--- config.mk ---
export PLATFORM = sky130hd
export DESIGN_NAME = multi_button_debouncer_core
export DESIGN_NICKNAME = d
export VERILOG_FILES = /design/src/hdl/mbd_pkg.sv /design/src/hdl/multi_button_debouncer_core.sv /design/src/hdl/mbd_front.sv /design/src/hdl/mbd_queue.sv /design/src/hdl/mbd_back.sv
export SDC_FILE = /design/constraint.sdc
export NUM_CORES = 2
export LEC_CHECK = 0
export ABC_AREA = 1
export BUFFER_PORTS_ARGS = -buffer_cell sky130_fd_sc_hd__buf_4
export CORE_ASPECT_RATIO = 0.8
export CORE_MARGIN = 10
export CORE_UTILIZATION = 50
export CTS_CLUSTER_DIAMETER = 120
export CTS_CLUSTER_SIZE = 16
export DETAILED_ROUTE_END_ITERATION = 10
export MAX_ROUTING_LAYER = met4
export PLACE_DENSITY = 0.77
export SETUP_SLACK_MARGIN = 0.15
export SYNTH_ARGS = -nofsm -noshare
export SYNTH_HDL_FRONTEND = slang
export SYNTH_SLANG_ARGS = --single-unit
--- constraint.sdc ---
create_clock -name clk -period 6.6 [get_ports clk]
set_input_delay 1.32 -clock clk [delete_from_list [all_inputs] [get_ports clk]]
set_output_delay 1.32 -clock clk [all_outputs]
set_load 0.01 [all_outputs]
--- src/hdl/mbd_pkg.sv ---
`timescale 1ns / 1ps
// ----------------------------------------------------------------------------
// mbd_pkg
// Shared widths, constants and types for the multi-button debouncer.
// ----------------------------------------------------------------------------
package mbd_pkg;

  // Pins per expander port and derived button numbering
  localparam int PORT_WIDTH  = 8;
  localparam int BTN_COUNT   = 2 * PORT_WIDTH + 1;
  localparam int START_INDEX = 2 * PORT_WIDTH;
  localparam int IDX_W       = $clog2(BTN_COUNT);

  // Field widths
  localparam int PORT_W  = 8;
  localparam int TIME_W  = 32;
  localparam int DEB_W   = 16;

  // Packed stream widths
  localparam int IN_DATA_W  = 56;
  localparam int OUT_DATA_W = 8;

  // Event queue between front and back
  localparam int QUEUE_DEPTH = 2;
  localparam int QPTR_W      = $clog2(QUEUE_DEPTH);
  localparam int QCNT_W      = $clog2(QUEUE_DEPTH + 1);

  // One sample's worth of events: which buttons fire and their new levels
  typedef struct packed {
    logic [BTN_COUNT-1:0] mask;
    logic [BTN_COUNT-1:0] level;
  } evt_entry_t;

endpackage

--- src/hdl/multi_button_debouncer_core.sv ---
`timescale 1ns / 1ps
// ----------------------------------------------------------------------------
// multi_button_debouncer_core
// Debouncer for a start pin and two expander ports, fed by timed poll samples.
// ----------------------------------------------------------------------------
// Usage:
//   in_*   carries one poll request per sample: both port levels, the start
//          pin level and a millisecond timestamp. All 17 buttons are judged
//          in the cycle the sample is taken, so a sample can enter every
//          clock while the event queue (two samples deep) has room.
//   out_*  carries one request per debounced state change, start button
//          first, then buttons 0 to 15; tlast marks the last event of a
//          sample. A sample without events produces nothing on out_*.
//   cfg_*  writes the debounce time in ms (reset value 50); write it only
//          while no events are pending.
// Flow: the first event of a sample is offered after the queue write and then
//   the output register. The output side moves one event per cycle while the
//   receiver accepts, so a sample with k events (at most 17) takes k transfers;
//   the serialiser picks one event per transfer.
// Reset clears all button state to released and empties the queue. When the
//   receiver stalls, the output register holds, the queue fills and in_tready
//   drops once two further samples with events are waiting.
// ----------------------------------------------------------------------------
module multi_button_debouncer_core (
  input  logic                           clk,
  input  logic                           rst_n,
  // port_a [7:0], port_b [15:8], start_level [16], time_ms [48:17]
  input  logic [mbd_pkg::IN_DATA_W-1:0]  in_tdata,
  input  logic                           in_tvalid,
  output logic                           in_tready,
  // button_index [4:0], pressed [5]
  output logic [mbd_pkg::OUT_DATA_W-1:0] out_tdata,
  output logic                           out_tlast,
  output logic                           out_tvalid,
  input  logic                           out_tready,
  input  logic                           cfg_wr_en,
  input  logic [mbd_pkg::DEB_W-1:0]      cfg_wr_data
);
  import mbd_pkg::*;

  logic             smp_accept;
  logic             push;
  evt_entry_t       push_entry;
  logic             q_full;
  logic             pop;
  logic             head_valid;
  evt_entry_t       head_entry;
  logic [IDX_W-1:0] out_index;
  logic             out_pressed;

  assign in_tready  = !q_full;
  assign smp_accept = in_tvalid && in_tready;

  // Classifier with button state
  mbd_front u_front (
    .clk         (clk),
    .rst_n       (rst_n),
    .cfg_wr_en   (cfg_wr_en),
    .cfg_wr_data (cfg_wr_data),
    .smp_accept  (smp_accept),
    .port_a      (in_tdata[PORT_W-1:0]),
    .port_b      (in_tdata[2*PORT_W-1:PORT_W]),
    .start_level (in_tdata[2*PORT_W]),
    .time_ms     (in_tdata[2*PORT_W+TIME_W:2*PORT_W+1]),
    .push        (push),
    .push_entry  (push_entry)
  );

  // Event set queue
  mbd_queue u_queue (
    .clk        (clk),
    .rst_n      (rst_n),
    .push       (push),
    .push_entry (push_entry),
    .full       (q_full),
    .pop        (pop),
    .head_valid (head_valid),
    .head_entry (head_entry)
  );

  // Event serialiser
  mbd_back u_back (
    .clk         (clk),
    .rst_n       (rst_n),
    .head_valid  (head_valid),
    .head_entry  (head_entry),
    .pop         (pop),
    .out_valid   (out_tvalid),
    .out_ready   (out_tready),
    .out_index   (out_index),
    .out_pressed (out_pressed),
    .out_last    (out_tlast)
  );

  assign out_tdata = {(OUT_DATA_W - IDX_W - 1)'(0), out_pressed, out_index};

endmodule

--- src/hdl/mbd_front.sv ---
`timescale 1ns / 1ps
// ----------------------------------------------------------------------------
// mbd_front
// Holds per-button debounce state, classifies one accepted sample per cycle
// and produces the event set for that sample.
// ----------------------------------------------------------------------------
module mbd_front (
  input  logic                      clk,
  input  logic                      rst_n,
  input  logic                      cfg_wr_en,
  input  logic [mbd_pkg::DEB_W-1:0] cfg_wr_data,
  input  logic                      smp_accept,
  input  logic [mbd_pkg::PORT_W-1:0] port_a,
  input  logic [mbd_pkg::PORT_W-1:0] port_b,
  input  logic                      start_level,
  input  logic [mbd_pkg::TIME_W-1:0] time_ms,
  output logic                      push,
  output mbd_pkg::evt_entry_t       push_entry
);
  import mbd_pkg::*;

  logic [DEB_W-1:0]     debounce_ms_r;
  logic [BTN_COUNT-1:0] raw_seen_r;
  logic [BTN_COUNT-1:0] stable_r;
  logic [TIME_W-1:0]    change_time_r [BTN_COUNT];

  logic [BTN_COUNT-1:0] pressed_vec;
  logic [BTN_COUNT-1:0] raw_chg;
  logic [BTN_COUNT-1:0] evt;

  // Active-low pins to pressed bits
  always_comb begin
    pressed_vec = '0;
    pressed_vec[START_INDEX] = ~start_level;
    for (int i = 0; i < PORT_WIDTH; i++) begin
      pressed_vec[i]              = ~port_a[i];
      pressed_vec[PORT_WIDTH + i] = ~port_b[i];
    end
  end

  // Per-button classification, all buttons in parallel
  always_comb begin
    logic [TIME_W-1:0] elapsed;
    for (int i = 0; i < BTN_COUNT; i++) begin
      elapsed    = time_ms - change_time_r[i];
      raw_chg[i] = pressed_vec[i] != raw_seen_r[i];
      evt[i]     = !raw_chg[i] && (elapsed >= TIME_W'(debounce_ms_r)) &&
                   (stable_r[i] != pressed_vec[i]);
    end
  end

  assign push             = smp_accept && (|evt);
  assign push_entry.mask  = evt;
  assign push_entry.level = pressed_vec;

  // Debounce time register
  always_ff @(posedge clk) begin
    if (!rst_n) begin
      debounce_ms_r <= DEB_W'(50);
    end else if (cfg_wr_en) begin
      debounce_ms_r <= cfg_wr_data;
    end
  end

  // State update on each accepted sample
  always_ff @(posedge clk) begin
    if (!rst_n) begin
      raw_seen_r <= '0;
      stable_r   <= '0;
      for (int i = 0; i < BTN_COUNT; i++) begin
        change_time_r[i] <= '0;
      end
    end else if (smp_accept) begin
      for (int i = 0; i < BTN_COUNT; i++) begin
        if (raw_chg[i]) begin
          raw_seen_r[i]    <= pressed_vec[i];
          change_time_r[i] <= time_ms;
        end
        if (evt[i]) begin
          stable_r[i] <= pressed_vec[i];
        end
      end
    end
  end

endmodule

--- src/hdl/mbd_queue.sv ---
`timescale 1ns / 1ps
// ----------------------------------------------------------------------------
// mbd_queue
// Short FIFO of per-sample event sets between classifier and serialiser.
// ----------------------------------------------------------------------------
module mbd_queue (
  input  logic                clk,
  input  logic                rst_n,
  input  logic                push,
  input  mbd_pkg::evt_entry_t push_entry,
  output logic                full,
  input  logic                pop,
  output logic                head_valid,
  output mbd_pkg::evt_entry_t head_entry
);
  import mbd_pkg::*;

  evt_entry_t        slot_r [QUEUE_DEPTH];
  logic [QPTR_W-1:0] wr_ptr_r, wr_ptr_nxt;
  logic [QPTR_W-1:0] rd_ptr_r, rd_ptr_nxt;
  logic [QCNT_W-1:0] count_r, count_nxt;
  logic              do_push, do_pop;

  assign full       = count_r == QCNT_W'(QUEUE_DEPTH);
  assign head_valid = count_r != '0;
  assign head_entry = slot_r[rd_ptr_r];
  assign do_push    = push && !full;
  assign do_pop     = pop && head_valid;

  // Pointer and fill count
  always_comb begin
    wr_ptr_nxt = wr_ptr_r;
    rd_ptr_nxt = rd_ptr_r;
    count_nxt  = count_r;
    if (do_push) begin
      wr_ptr_nxt = (wr_ptr_r == QPTR_W'(QUEUE_DEPTH - 1)) ? '0 : wr_ptr_r + 1'b1;
    end
    if (do_pop) begin
      rd_ptr_nxt = (rd_ptr_r == QPTR_W'(QUEUE_DEPTH - 1)) ? '0 : rd_ptr_r + 1'b1;
    end
    unique case ({do_push, do_pop})
      2'b10:   count_nxt = count_r + 1'b1;
      2'b01:   count_nxt = count_r - 1'b1;
      default: count_nxt = count_r;
    endcase
  end

  always_ff @(posedge clk) begin
    if (!rst_n) begin
      wr_ptr_r <= '0;
      rd_ptr_r <= '0;
      count_r  <= '0;
    end else begin
      wr_ptr_r <= wr_ptr_nxt;
      rd_ptr_r <= rd_ptr_nxt;
      count_r  <= count_nxt;
    end
  end

  // Storage
  always_ff @(posedge clk) begin
    if (do_push) begin
      slot_r[wr_ptr_r] <= push_entry;
    end
  end

endmodule

--- src/hdl/mbd_back.sv ---
`timescale 1ns / 1ps
// ----------------------------------------------------------------------------
// mbd_back
// Serialises each event set into single events, start button first, then
// buttons 0 upwards, into a registered output stage.
// ----------------------------------------------------------------------------
module mbd_back (
  input  logic                      clk,
  input  logic                      rst_n,
  input  logic                      head_valid,
  input  mbd_pkg::evt_entry_t       head_entry,
  output logic                      pop,
  output logic                      out_valid,
  input  logic                      out_ready,
  output logic [mbd_pkg::IDX_W-1:0] out_index,
  output logic                      out_pressed,
  output logic                      out_last
);
  import mbd_pkg::*;

  logic [BTN_COUNT-1:0] cur_mask_r, cur_mask_nxt;
  logic [BTN_COUNT-1:0] cur_level_r, cur_level_nxt;
  logic                 out_valid_r, out_valid_nxt;
  logic [IDX_W-1:0]     out_index_r, out_index_nxt;
  logic                 out_pressed_r, out_pressed_nxt;
  logic                 out_last_r, out_last_nxt;

  logic                 slot_free;
  logic                 use_head;
  logic [BTN_COUNT-1:0] work_mask;
  logic [BTN_COUNT-1:0] work_level;
  logic [IDX_W-1:0]     pick_idx;
  logic [BTN_COUNT-1:0] remain;

  assign slot_free = !out_valid_r || out_ready;
  assign use_head  = (cur_mask_r == '0) && head_valid;

  // Work on the set in hand, or take the queue head when idle
  always_comb begin
    if (cur_mask_r != '0) begin
      work_mask  = cur_mask_r;
      work_level = cur_level_r;
    end else if (head_valid) begin
      work_mask  = head_entry.mask;
      work_level = head_entry.level;
    end else begin
      work_mask  = '0;
      work_level = cur_level_r;
    end
  end

  // Next event: start button wins, otherwise lowest numbered pin
  always_comb begin
    pick_idx = '0;
    for (int i = START_INDEX - 1; i >= 0; i--) begin
      if (work_mask[i]) begin
        pick_idx = IDX_W'(i);
      end
    end
    if (work_mask[START_INDEX]) begin
      pick_idx = IDX_W'(START_INDEX);
    end
    remain           = work_mask;
    remain[pick_idx] = 1'b0;
  end

  // Output stage and remaining-set update
  always_comb begin
    cur_mask_nxt    = cur_mask_r;
    cur_level_nxt   = cur_level_r;
    out_valid_nxt   = out_valid_r;
    out_index_nxt   = out_index_r;
    out_pressed_nxt = out_pressed_r;
    out_last_nxt    = out_last_r;
    pop             = 1'b0;
    if (slot_free) begin
      out_valid_nxt = work_mask != '0;
      if (work_mask != '0) begin
        out_index_nxt   = pick_idx;
        out_pressed_nxt = work_level[pick_idx];
        out_last_nxt    = remain == '0;
        cur_mask_nxt    = remain;
        cur_level_nxt   = work_level;
        pop             = use_head;
      end
    end
  end

  always_ff @(posedge clk) begin
    if (!rst_n) begin
      cur_mask_r  <= '0;
      out_valid_r <= 1'b0;
    end else begin
      cur_mask_r  <= cur_mask_nxt;
      out_valid_r <= out_valid_nxt;
    end
  end

  // Payload, no reset needed
  always_ff @(posedge clk) begin
    cur_level_r   <= cur_level_nxt;
    out_index_r   <= out_index_nxt;
    out_pressed_r <= out_pressed_nxt;
    out_last_r    <= out_last_nxt;
  end

  assign out_valid   = out_valid_r;
  assign out_index   = out_index_r;
  assign out_pressed = out_pressed_r;
  assign out_last    = out_last_r;

endmodule

==> results.md <==
- Status: finished, final reports clean
- Met2 Use GR: 50.30%
- Boundary Pins: slightly below 90
- IO buf count: 78
- Sw Pwr: between 9000 and 10000 uW
- Critical Path Source Type: primary input
- CTS tree: yes
- GRT Util Overall: 34.72%
- Clock group share of total power: between 10% and 20%
- Initial antenna violation count: 28
- Chip height: ~350 microns
- Post-route clock period utilization: between 80% and 90%
- Final Skew: 34.35 ps
- Largest net degree at the start of global routing: 73
- Final RePlAce weighted congestion: 1.017
- Post-synthesis register bit count: 709
- Fin worst setup slack: about 860 ps
- DRT antenna net count: 0
- GRT Max-Usage Layer: met2
- CTS H-Tree Depth: 2
- Design area: approximately 73000 sq um
- DP Worst Slack: 296.0 ps
- Post-synth top cells: nand2_1 (2594), inv_1 (1662), nor2_1 (962), ha_1 (800), a21oi_1 (753)
- NumNets Final: 10730
- Post-synth top area cell: edfxtp_1
- Remaining Overflow, GRT: 0
- RSZ-0062 raised after global routing: false
- Hold crit path type: reg2reg
- Switching Fraction: roughly 46%
- Synth cell types: about 60
- Cell Rows: approximately 120
- Max VDD drop: roughly 0.00025 V
- Area growth, synth to finish: 9.480%
- Die Span X: ~430 microns
- Pre-antenna DRT Iters: 8
- Setup violators final: 0
- DRT Wirelength: 262700 microns
- CP arrival: about 6000 ps
- Slew margin rel.: roughly 2.4%
- Internal power: roughly 11000 uW
- GR Layer Usage met1: between 40% and 50%
- Comb pwr share: 53.5%
- Syn Inst Count: between 9000 and 10000
- Yosys top cell area share: 28.64%
- Slew Limit Fails: 0
- Layout cells sized above 1: around 4.9%
- CTS Buf Count: 51
- Final hold vios: 0
- Maxcap violations: 0
- Min-Delay Path Depth: 2
- Top_reg_cell synth: edfxtp_1
- WL/cell: roughly 23 microns
- Routed vias: ~67000
- Layout Utilization: between 50% and 60%
- GRT met3 Usage: 6.839%
- Clock Latency Late Sink: ~690 ps
- Final min period: 5745 ps
- Tightest Pin Transition: 1465 ps
- CTS Hold Buffers Added: 0
- DP Area: between 70000 and 80000 sq um
- Worst reg-to-reg path cell count: 26
- Pwr Density: around 270 nW/um^2
- CTS Sinks: 709
- Total Power: roughly 20000 uW
- Post-synth EDFFs: around 640
- Sequential cell area fraction in the yosys report: slightly above 30%
- TNS Setup: 0 ps
- CP most frequent cell: nand2_1
- Setup repair bufs after CTS: 0
- Sequential Power Share: 30.2%
- Cts repair resizes: 0
- Drt initial violations: roughly 8000
- Crit end category: flip-flop
- DRC violations left: 0
- Most common cell in the synthesized netlist: nand2_1
- Post-Synthesis Cell Area: about 67000 sq um
- Kind of critical path: in2reg
- DR vias/cell: approximately 5.8
- DP Wirelength: around 190000 microns
- CP max stage delay: approximately 890 ps
- Slowest CP cell: nor2_4
- Synth warnings: 0
- Vias in the first global route: roughly 60000
- Peak Freq: between 150 and 200 MHz
- CTS max path bufs: 3
- Worst-path fanout max: 34
- Worst Path Required: 6890 ps
- Static Leak: about 0.037 uW
- Total core area: 132100 sq um
- Initial Utilization: between 50% and 60%
- Post-Syn Area per Cell: 7.036 sq um
- Synth area leaders: edfxtp_1 (29%), ha_1 (15%), nand2_1 (15%)
- First-pass GRT wire length: about 380000 microns
- Worst-path clk slew: around 70 ps
- Root buf cell: clkbuf_16
- Die ar.: around 150000 sq um
- Fraction of registers with async set/reset: 0%
[per-layer routing]
metal,up-vias,share of wire [%]
met5,-,0
met4,0,5.2
met3,592,12
met2,3451,41
met1,31020,42
li1,31860,-
[placed cells by master, fill, tap and decap left out, drive strengths merged, types with 12 or more instances in the layout]
master,n
o211ai,12
fa,17
mux2i,30
a221oi,19
nor2,975
o21a,14
nand4,184
nor4,31
nor3,124
a21oi,756
ha,800
a21o,32
a21boi,21
buf,348
nand3,451
xor2,248
edfxtp,636
o21ai,494
nand2,2602
xnor2,57
diode,23
dfxtp,73
inv,1674
nand3b,56
a211oi,31
a31oi,18
clkbuf,71
o21bai,60
[cells by family after synthesis]
logic type,synth area share (%)
and+or+nand+nor,27.40
DFF,30.84
muxes,0.4616
xor gates and xnor gates,4.006
other,0.005624
adders and majority gates,15.52
AOI/OAI and AO/OA,11.98
buffers and inverters,9.794
[worst max-delay path, delay by kind of cell]
kind	cells	cell delay, ps
buffers and inverters	7	910
and+or+nand+nor	19	2740
xor gates and xnor gates	1	80
adders and majority gates	3	930
[state kept, by name, summed over array words and instances (netlist names), named ones only]
| name | flops |
|---|---|
| u_queue.wr_ptr_r | 1 |
| u_front.debounce_ms_r | 16 |
| u_front.stable_r | 17 |
| u_back.out_valid | 1 |
| u_queue.slot_r | 68 |
| u_queue.count_r | 2 |
| u_back.out_pressed | 1 |
| u_back.out_last | 1 |
| u_back.cur_mask_r | 17 |
| u_back.cur_level_r | 17 |
| u_back.out_index | 5 |
| u_front.raw_seen_r | 17 |
| u_front.change_time_r | 544 |
| u_queue.rd_ptr_r | 1 |
[cell type report]
type | instances | area [sq um]
well taps | 1754 | 2195
inverters | 1676 | 6294
multi-input cells | 7048 | 39620
diodes | 23 | 57.56
repair buffers | 348 | 2820
flip-flops and latches | 709 | 20560
clock buffers | 71 | 1394
clock inverters | 4 | 57.56
fillers | 12890 | 59070
[worst paths after layout]
check	from	end	slack, ps
worst max-delay path	in_tdata[17]	u_queue.slot_r[0][7]$_DFFE_PP_	860
worst min register to register	u_front.stable_r[16]$_SDFFE_PN0P_	u_front.stable_r[16]$_SDFFE_PN0P_	500
worst max register to register	u_front.change_time_r[0][480]$_DFFE_PP_	u_queue.slot_r[0][7]$_DFFE_PP_	1550
worst min-delay path	u_front.stable_r[16]$_SDFFE_PN0P_	u_front.stable_r[16]$_SDFFE_PN0P_	500
[power by group through the flow]
stage	Sequential [uW]	Clock (uW)	Combinational, uW
final	5970	3230	10600
after global routing	6030	3400	11700
after CTS	5970	3270	10300
after detailed placement	6070	0	10300
after global placement	6040	0	10000
after floorplan	6020	0	7020
[per-stage QoR]
step,hold slack [ps],cells
detailed placement,481.3,11540
CTS,491.7,11610
floorplan,456.8,9477
global route,511.3,11620
global placement,470.1,11530
finish,495.1,11630
No activity file was read; power rests on OpenSTA's default activity.
